===== src/design/olst_pkg.sv =====
// ----------------------------------------------------------------------------
// olst_pkg
// Shared constants, command and status codes, and cell control for the
// ordered list engine.
// ----------------------------------------------------------------------------
`default_nettype none

package olst_pkg;

   localparam int CELL_COUNT  = 16;
   localparam int LEN_BITS    = $clog2(CELL_COUNT + 1);
   localparam int VALUE_BITS  = 32;
   localparam int KIND_BITS   = 3;
   localparam int POS_BITS    = 8;
   localparam int STATUS_BITS = 3;

   typedef enum logic [KIND_BITS-1:0] {
      KIND_INS_FRONT = 3'd0,
      KIND_APPEND    = 3'd1,
      KIND_INS_POS   = 3'd2,
      KIND_REM_FRONT = 3'd3,
      KIND_REM_VALUE = 3'd4
   } kind_type;

   typedef enum logic [STATUS_BITS-1:0] {
      STATUS_OK        = 3'd0,
      STATUS_BAD_POS   = 3'd1,
      STATUS_EMPTY     = 3'd2,
      STATUS_NOT_FOUND = 3'd3,
      STATUS_FULL      = 3'd4
   } status_type;

   typedef enum logic [1:0] {
      STATE_IDLE,
      STATE_MATCH,
      STATE_APPLY
   } state_type;

   typedef struct packed {
      logic compare;
      logic load;
      logic take_prev;
      logic take_next;
   } cell_ctl_type;

endpackage

`default_nettype wire


===== src/design/olst_cell.sv =====
// ----------------------------------------------------------------------------
// olst_cell
// One list slot: holds a value, compares it with the command value and
// loads, shifts from its left or right neighbor under control.
// ----------------------------------------------------------------------------
`default_nettype none

module olst_cell
   import olst_pkg::*;
(
   input  wire logic                  clock,
   input  wire cell_ctl_type          ctl,
   input  wire logic [VALUE_BITS-1:0] cmd_value,
   input  wire logic [VALUE_BITS-1:0] prev_value,
   input  wire logic [VALUE_BITS-1:0] next_value,
   output logic      [VALUE_BITS-1:0] value_out,
   output logic                       match_out
);

   logic [VALUE_BITS-1:0] value_ff, value_in;
   logic                  match_ff, match_in;

   always_comb begin
      value_in = value_ff;
      if (ctl.load) begin
         value_in = cmd_value;
      end else if (ctl.take_prev) begin
         value_in = prev_value;
      end else if (ctl.take_next) begin
         value_in = next_value;
      end
      match_in = ctl.compare ? (value_ff == cmd_value) : match_ff;
   end

   always_ff @(posedge clock) begin
      value_ff <= value_in;
      match_ff <= match_in;
   end

   assign value_out = value_ff;
   assign match_out = match_ff;

endmodule

`default_nettype wire


===== src/design/ordered_list_engine_core.sv =====
// ----------------------------------------------------------------------------
// ordered_list_engine_core
// Ordered list of signed values held in a row of shifting cells.
// ----------------------------------------------------------------------------
// Usage:
//   A command beat is taken when start is high and busy is low; req_kind
//   selects insert front, append, insert at 1-based position, remove front
//   or remove first equal value.
//   Every command gives one result beat: rsp_valid is high for one cycle
//   with rsp_status, rsp_removed_value and rsp_list_length.
//   Each command passes through accept, cell compare and cell shift before
//   its result is shown. Busy is high in the compare and shift states
//   after accept, so a new command is not taken while one is in flight;
//   the compare pass over all cells followed by the shift pass sets this.
//   The next command may be taken in the cycle the result is shown.
//   Reset empties the list and clears the response strobe; it takes
//   effect at once with no clearing pass.
//   The receiver cannot stall: each result beat is taken in its cycle.
// ----------------------------------------------------------------------------
`default_nettype none

module ordered_list_engine_core
   import olst_pkg::*;
(
   input  wire logic                          clock,
   input  wire logic                          reset,
   input  wire logic                          start,
   output logic                               busy,
   input  wire logic        [KIND_BITS-1:0]   req_kind,
   input  wire logic        [POS_BITS-1:0]    req_position,
   input  wire logic signed [VALUE_BITS-1:0]  req_item_value,
   output logic                               rsp_valid,
   output logic             [STATUS_BITS-1:0] rsp_status,
   output logic signed      [VALUE_BITS-1:0]  rsp_removed_value,
   output logic             [LEN_BITS-1:0]    rsp_list_length
);

   state_type             state_ff, state_in;
   logic [KIND_BITS-1:0]  kind_ff;
   logic [POS_BITS-1:0]   pos_ff;
   logic [VALUE_BITS-1:0] cmd_value_ff;
   logic [LEN_BITS-1:0]   count_ff, count_in;
   logic                  rsp_valid_ff, rsp_valid_in;
   status_type            rsp_status_ff, rsp_status_in;
   logic [VALUE_BITS-1:0] rsp_removed_ff, rsp_removed_in;

   logic                  accept;
   logic                  compare_en;
   logic                  apply_en;

   logic [VALUE_BITS-1:0] cell_value [CELL_COUNT];
   logic [VALUE_BITS-1:0] prev_value [CELL_COUNT];
   logic [VALUE_BITS-1:0] next_value [CELL_COUNT];
   logic [CELL_COUNT-1:0] cell_match;
   cell_ctl_type          cell_ctl   [CELL_COUNT];

   logic [CELL_COUNT-1:0] hit;
   logic [CELL_COUNT-1:0] upto;
   logic [CELL_COUNT-1:0] first;
   logic [VALUE_BITS-1:0] found_value;
   logic [POS_BITS-1:0]   pos_m1;
   logic [LEN_BITS-1:0]   ins_idx;
   logic                  do_insert;
   logic                  do_remove;
   logic [CELL_COUNT-1:0] shift_mask;

   assign accept = start & ~busy;

   // sequencer
   always_comb begin
      state_in = state_ff;
      case (state_ff)
         STATE_IDLE:  if (start) begin
            state_in = STATE_MATCH;
         end
         STATE_MATCH: state_in = STATE_APPLY;
         STATE_APPLY: state_in = STATE_IDLE;
         default:     state_in = STATE_IDLE;
      endcase
   end

   always_comb begin
      busy       = 1'b1;
      compare_en = 1'b0;
      apply_en   = 1'b0;
      case (state_ff)
         STATE_IDLE:  busy = 1'b0;
         STATE_MATCH: compare_en = 1'b1;
         STATE_APPLY: apply_en = 1'b1;
         default:     busy = 1'b1;
      endcase
   end

   // first match among the occupied cells
   always_comb begin
      found_value = '0;
      for (int i = 0; i < CELL_COUNT; i++) begin
         hit[i] = cell_match[i] & (LEN_BITS'(i) < count_ff);
      end
      for (int i = 0; i < CELL_COUNT; i++) begin
         upto[i] = 1'b0;
         for (int j = 0; j < CELL_COUNT; j++) begin
            if (j <= i) begin
               upto[i] = upto[i] | hit[j];
            end
         end
      end
      first[0] = upto[0];
      for (int i = 1; i < CELL_COUNT; i++) begin
         first[i] = upto[i] & ~upto[i-1];
      end
      for (int i = 0; i < CELL_COUNT; i++) begin
         found_value = found_value | ({VALUE_BITS{first[i]}} & cell_value[i]);
      end
   end

   // command decode
   always_comb begin
      pos_m1         = pos_ff - POS_BITS'(1);
      ins_idx        = '0;
      do_insert      = 1'b0;
      do_remove      = 1'b0;
      shift_mask     = '0;
      count_in       = count_ff;
      rsp_status_in  = STATUS_OK;
      rsp_removed_in = '0;
      case (kind_type'(kind_ff))
         KIND_INS_FRONT, KIND_APPEND, KIND_INS_POS: begin
            if (kind_type'(kind_ff) == KIND_INS_POS && pos_ff == '0) begin
               rsp_status_in = STATUS_BAD_POS;
            end else if (count_ff == LEN_BITS'(CELL_COUNT)) begin
               rsp_status_in = STATUS_FULL;
            end else begin
               do_insert = 1'b1;
               count_in  = count_ff + LEN_BITS'(1);
               if (kind_type'(kind_ff) == KIND_INS_FRONT) begin
                  ins_idx = '0;
               end else if (kind_type'(kind_ff) == KIND_APPEND) begin
                  ins_idx = count_ff;
               end else if (pos_m1 < POS_BITS'(count_ff)) begin
                  ins_idx = pos_m1[LEN_BITS-1:0];
               end else begin
                  ins_idx = count_ff;
               end
            end
         end
         KIND_REM_FRONT: begin
            if (count_ff == '0) begin
               rsp_status_in = STATUS_EMPTY;
            end else begin
               do_remove      = 1'b1;
               shift_mask     = '1;
               count_in       = count_ff - LEN_BITS'(1);
               rsp_removed_in = cell_value[0];
            end
         end
         KIND_REM_VALUE: begin
            if (count_ff == '0) begin
               rsp_status_in = STATUS_EMPTY;
            end else if (upto[CELL_COUNT-1] == 1'b0) begin
               rsp_status_in = STATUS_NOT_FOUND;
            end else begin
               do_remove      = 1'b1;
               shift_mask     = upto;
               count_in       = count_ff - LEN_BITS'(1);
               rsp_removed_in = found_value;
            end
         end
         default: begin
            rsp_status_in = STATUS_OK;
         end
      endcase
      rsp_valid_in = apply_en;
   end

   always_comb begin
      for (int i = 0; i < CELL_COUNT; i++) begin
         cell_ctl[i].compare   = compare_en;
         cell_ctl[i].load      = apply_en & do_insert & (LEN_BITS'(i) == ins_idx);
         cell_ctl[i].take_prev = apply_en & do_insert & (LEN_BITS'(i) > ins_idx);
         cell_ctl[i].take_next = apply_en & do_remove & shift_mask[i];
      end
   end

   // cell chain
   for (genvar g = 0; g < CELL_COUNT; g++) begin : g_cell
      if (g == 0) begin : g_head
         assign prev_value[g] = '0;
      end else begin : g_mid
         assign prev_value[g] = cell_value[g-1];
      end
      if (g == CELL_COUNT - 1) begin : g_tail
         assign next_value[g] = '0;
      end else begin : g_body
         assign next_value[g] = cell_value[g+1];
      end

      olst_cell u_cell (
         .clock      (clock),
         .ctl        (cell_ctl[g]),
         .cmd_value  (cmd_value_ff),
         .prev_value (prev_value[g]),
         .next_value (next_value[g]),
         .value_out  (cell_value[g]),
         .match_out  (cell_match[g])
      );
   end

   always_ff @(posedge clock) begin
      if (reset) begin
         state_ff     <= STATE_IDLE;
         count_ff     <= '0;
         rsp_valid_ff <= 1'b0;
      end else begin
         state_ff     <= state_in;
         rsp_valid_ff <= rsp_valid_in;
         if (apply_en) begin
            count_ff <= count_in;
         end
      end
   end

   always_ff @(posedge clock) begin
      if (accept) begin
         kind_ff      <= req_kind;
         pos_ff       <= req_position;
         cmd_value_ff <= req_item_value;
      end
      if (apply_en) begin
         rsp_status_ff  <= rsp_status_in;
         rsp_removed_ff <= rsp_removed_in;
      end
   end

   assign rsp_valid         = rsp_valid_ff;
   assign rsp_status        = rsp_status_ff;
   assign rsp_removed_value = rsp_removed_ff;
   assign rsp_list_length   = count_ff;

endmodule

`default_nettype wire


===== config.mk =====
export PLATFORM = sky130hd
export DESIGN_NAME = ordered_list_engine_core
export DESIGN_NICKNAME = d
export VERILOG_FILES = /design/src/design/olst_pkg.sv /design/src/design/olst_cell.sv /design/src/design/ordered_list_engine_core.sv
export SDC_FILE = /design/constraint.sdc
export NUM_CORES = 2
export LEC_CHECK = 0
export BUFFER_PORTS_ARGS = -buffer_cell sky130_fd_sc_hd__buf_2
export CORE_MARGIN = 2
export CORE_UTILIZATION = 50
export DETAILED_ROUTE_END_ITERATION = 8
export GPL_TIMING_DRIVEN = 0
export PLACE_DENSITY = 0.65
export SLEW_MARGIN = 25
export SYNTH_ARGS = -nofsm -noshare
export SYNTH_HDL_FRONTEND = slang
export SYNTH_SLANG_ARGS = --single-unit

===== constraint.sdc =====
create_clock -name clock -period 6 [get_ports clock]
set_clock_uncertainty 0.2 [all_clocks]
set_input_delay 0.3 -clock clock [delete_from_list [all_inputs] [get_ports clock]]
set_output_delay 0.3 -clock clock [all_outputs]
set_load 0.05 [all_outputs]

==> impl_results.md <==
* Result of the run: complete, but fails checks
* Violated checks: setup timing
* Setup slack, reg-to-reg at -0.04 ns
* # setup viols final at 24
* Critical path buffer and inverter count at 6
* Switching portion of total power at 0.285
* Share of the clock period used by the worst path at 1.01
* Cell internal pwr at slightly below 8 mW
* CP Depth at 14
* Crit path launch type: flop
* Total wire length after detailed routing at roughly 230 mm
* Share of post-route cells with drive strength above 1 at 0.127
* Total number of vias at between 30,000 and 40,000
* Clock latency at the later pin of the worst-skew pair at 0.67 ns
* Top achievable clock speed at 166 MHz
* Cell type of the slowest stage on the worst timing path: sky130_fd_sc_hd__a21oi_2
* Most common cell after layout, fill and taps aside: sky130_fd_sc_hd__edfxtp_1
* Number of global-route vias before repair at between 30,000 and 40,000
* Yosys warnings at 0
* GRT Resource Usage Total at 0.542
* Number of max-capacitance violations reported at 0
* Starting DRC count in detailed routing at 7,274
* Number of antenna violations at the first check in global routing at 8
* Clock transition at the registers of the reported paths at about 0.070 ns
* Routability Congestion at 1.10
* Hold crit path type: in -> reg
* Remaining antenna violation count at 0
* Routed length per instance at approximately 46 um
* Num rows at 103
* Tmin final at between 6 and 7 ns
* Mean number of vias per cell at 7.59
* Clock sinks at roughly 600
* Delay of the slowest cell on the worst path at 0.74 ns
* Data required time of the worst path at ~6.2 ns
* Global-route wire length before repair at about 300 mm
* Mapped Cells at ~3,600
* Die Footprint at ~82,000 sq um
* Number of enable-type register cells in the synthesized netlist at about 600
* Max rail drop VDD at approximately 0.3 mV
* Most frequent cells in the layout: sky130_fd_sc_hd__edfxtp_1, sky130_fd_sc_hd__xor2_1, sky130_fd_sc_hd__clkbuf_1, sky130_fd_sc_hd__nand2_1, sky130_fd_sc_hd__buf_2
* Flip-flop and latch count after synthesis at about 600
* Filler Cells Inserted at a little under 7,000
* Pwr Total at roughly 11 mW
* Syn_nets at roughly 3,700
* TritonCTS clock tree: yes
* Post-Route Setup TNS at -0.637 ns
* Mean instance size in the synthesized netlist at ~11 sq um
* Signed area change from the synthesized netlist to the final layout at 13.5%
* Starting density of the core at 0.506
* Maximum number of pins on one net before global-route repair at 33
* Switching component of the power at about 3.1 mW
* Part of the power in combinational logic at 0.116
* Total clock buffers created by CTS at 75
* Area used by multi-input combinational logic at 20,100 sq um
* Crit path DAT at between 6 and 7 ns
* Initial DRT Pass Iterations at 9
* Max-slew violation total from the final report at 0
* Total congestion overflow at 0
* Number of cells on the worst reg-to-reg path at 14
* CTS Root Buffer Type: sky130_fd_sc_hd__clkbuf_16
* Maximum level of the CTS H-tree at 3
* Dominant synthesized flop cell: sky130_fd_sc_hd__edfxtp_1
* Clock group share of total power at 0.440
* Family of cells with the greatest summed delay on the critical path: buffers and inverters
* Async set-or-reset flop fraction in the synthesized netlist at 0
* Fraction of the core area covered by cells at the end of the flow at 0.575
* M1 WL at ~78 mm
* Total leakage power at approximately 17 nW
* Uppermost metal layer occupied by signal nets: met5
* Highest fanout seen on the critical path at 10
* P per Cell Area at 240 nW/um^2
* Chip height at 287 um
* Setup slack after layout at -0.0356 ns
* Deepest clock path buffer count at 3
* Mapped Area at 40,100 sq um
* Post-route DRC at 0
* Chip width at approximately 290 um
* Top Ports at 88
* Wire length on met2 at 92.5 mm
* Unrepaired setup endpoints after global routing: no
* Final Hold Viols at 0
* HPWL after detailed placement at between 150 and 200 mm
* Met3 wire len at 33.9 mm
* Core Footprint at roughly 80,000 sq um
* # port buffers at 86
* Final net count at slightly below 4,000
* DP Worst Slack at -0.332 ns
* Combined flip-flop and latch cell area at approximately 18,000 sq um
* Part of the Yosys area used for sequential elements at 0.458
* Count of different cell masters after synthesis at 92
* Type of the worst setup path: reg -> reg
* Hold Crit Depth at 2
* Crit path cell chain: clkbuf_1 -> clkbuf_2 -> inv_1 -> ha_1 -> or3_1 -> o221ai_2 -> o311a_4 -> buf_6 -> nand3_1 -> a21oi_2 -> or3b_1 -> buf_2 -> clkbuf_1 -> o221ai_1
* Actual slew at the worst max-slew pin at ~1.2 ns
* Setup crit end kind: flop
* Top cell by count, worst path: sky130_fd_sc_hd__clkbuf_1
* Relative slew margins at 0.160
* Sequential share of power at 0.444
## metrics by stage
step / instances / area (sq um) / hold WS (ns)
finish: 4994 / 45500 / 0.146
global route: 4986 / 45400 / 0.153
CTS: 4983 / 45400 / 0.133
detailed placement: 4799 / 42400 / 0.278
global placement: 4779 / 41800 / 0.276
floorplan: 3643 / 40100 / 0.199
## area by class of cell
| class | instances | area share |
|---|---|---|
| repair buffers | 155 | 0.0296 |
| inverters | 46 | 0.00380 |
| plain buffers | 390 | 0.0373 |
| multi-input cells | 2592 | 0.442 |
| flip-flops and latches | 614 | 0.404 |
| clock inverters | 47 | 0.0101 |
| diodes | 8 | 0.000440 |
| well taps | 1050 | 0.0289 |
| clock buffers | 92 | 0.0441 |
## repair_timing
item | 4_1_cts | 5_1_grt
hold buffers | 46 | 0
buffers inserted | 0 | 2
pin swaps | 0 | 1
setup endpoints to repair | 115 | 373
endpoints found under the hold margin | 53 | 0
gates resized for setup | 4 | 11
## per-layer routing
metal | global-route usage | vias to the layer above
met5 | 0.00581 | -
li1 | - | 14700
met2 | 0.761 | 3961
met4 | 0.455 | 8
met1 | 0.664 | 18400
met3 | 0.193 | 832
## power by group through the flow
stage | combinational (mW) | sequential, mW | clock [mW]
6_report | 1.27 | 4.86 | 4.80
5_1_grt | 1.24 | 4.86 | 4.87
4_1_cts | 1.16 | 4.85 | 4.71
3_5_place_dp | 1.13 | 4.94 | 0
3_3_place_gp | 1.10 | 4.94 | 0
2_1_floorplan | 0.578 | 4.92 | 0
## cells by family after synthesis
logic type,Yosys count,share of synthesized area
xor+xnor,517,0.113
buf+inv,437,0.0460
fa+ha+maj,9,0.00281
compound gates,867,0.184
flops,614,0.458
simple gates,912,0.120
mux,287,0.0765
## flip-flops by register name (all words and copies together), names as in the netlist
| signal | flops |
|---|---|
| rsp_valid | 1 |
| cmd_value_ff | 32 |
| g_cell.u_cell.value_out | 512 |
| g_cell.u_cell.match_out | 16 |
| kind_ff | 3 |
| rsp_status | 3 |
| pos_ff | 8 |
| rsp_list_length | 5 |
| rsp_removed_value | 32 |
| state_ff | 2 |
## Yosys cell counts, types with 7 or more instances
| cell type | number | area share |
|---|---|---|
| sky130_fd_sc_hd__nand2_1 | 204 | 0.019 |
| sky130_fd_sc_hd__a2bb2oi_1 | 41 | 0.0090 |
| sky130_fd_sc_hd__mux2i_1 | 159 | 0.040 |
| sky130_fd_sc_hd__a22oi_1 | 56 | 0.010 |
| sky130_fd_sc_hd__a311oi_1 | 33 | 0.0072 |
| sky130_fd_sc_hd__a21boi_0 | 37 | 0.0069 |
| sky130_fd_sc_hd__o211ai_1 | 22 | 0.0041 |
| sky130_fd_sc_hd__a221oi_1 | 66 | 0.014 |
| sky130_fd_sc_hd__a211oi_1 | 7 | 0.0013 |
| sky130_fd_sc_hd__nor3_1 | 13 | 0.0016 |
| sky130_fd_sc_hd__a22o_1 | 44 | 0.0096 |
| sky130_fd_sc_hd__nand4_1 | 40 | 0.0062 |
| sky130_fd_sc_hd__o221ai_1 | 16 | 0.0035 |
| sky130_fd_sc_hd__nor4_1 | 129 | 0.020 |
| sky130_fd_sc_hd__buf_2 | 73 | 0.0091 |
| sky130_fd_sc_hd__a211o_1 | 34 | 0.0074 |
| sky130_fd_sc_hd__xor2_1 | 514 | 0.11 |
| sky130_fd_sc_hd__buf_6 | 8 | 0.0022 |
| sky130_fd_sc_hd__buf_4 | 11 | 0.0021 |
| sky130_fd_sc_hd__ha_1 | 9 | 0.0028 |
| sky130_fd_sc_hd__a21oi_1 | 62 | 0.0077 |
| sky130_fd_sc_hd__inv_1 | 46 | 0.0043 |
| sky130_fd_sc_hd__a32oi_1 | 90 | 0.020 |
| sky130_fd_sc_hd__nand3_1 | 95 | 0.012 |
| sky130_fd_sc_hd__or3_1 | 9 | 0.0014 |
| sky130_fd_sc_hd__clkbuf_1 | 274 | 0.026 |
| sky130_fd_sc_hd__and3_1 | 110 | 0.017 |
| sky130_fd_sc_hd__a2111oi_0 | 7 | 0.0015 |
| sky130_fd_sc_hd__edfxtp_1 | 606 | 0.45 |
| sky130_fd_sc_hd__o31a_1 | 24 | 0.0052 |
| sky130_fd_sc_hd__mux2_2 | 97 | 0.027 |
| sky130_fd_sc_hd__and2_1 | 54 | 0.0084 |
| sky130_fd_sc_hd__nor2b_1 | 57 | 0.0089 |
| sky130_fd_sc_hd__buf_1 | 24 | 0.0022 |
| sky130_fd_sc_hd__o2bb2ai_1 | 32 | 0.0070 |
| sky130_fd_sc_hd__a222oi_1 | 44 | 0.011 |
| sky130_fd_sc_hd__a21o_1 | 8 | 0.0015 |
| sky130_fd_sc_hd__a221o_1 | 142 | 0.035 |
| sky130_fd_sc_hd__nor2_1 | 159 | 0.015 |
| sky130_fd_sc_hd__mux2_1 | 28 | 0.0079 |
| sky130_fd_sc_hd__a32o_1 | 17 | 0.0042 |
| sky130_fd_sc_hd__dfxtp_1 | 8 | 0.0040 |
| sky130_fd_sc_hd__o21ai_0 | 48 | 0.0060 |
## worst reg2reg max path, delay by kind of cell, from the launching register on
family / cells / cell delay [ns]
AOI/OAI and AO/OA: 4 / 1.84
adders and majority gates: 1 / 0.27
buffers and inverters: 6 / 1.97
DFF: 1 / 0.55
and+or+nand+nor: 3 / 0.96
## path summary, 6_finish.rpt
kind | from | to
max | rsp_list_length[2] | g_cell[10].u_cell.value_out[31]
max reg2reg | rsp_list_length[2] | g_cell[10].u_cell.value_out[31]
min reg2reg | g_cell[4].u_cell.value_out[6] | g_cell[3].u_cell.value_out[6]
min | req_item_value[28] | cmd_value_ff[28]
No activity file was read; power rests on OpenSTA's default activity.
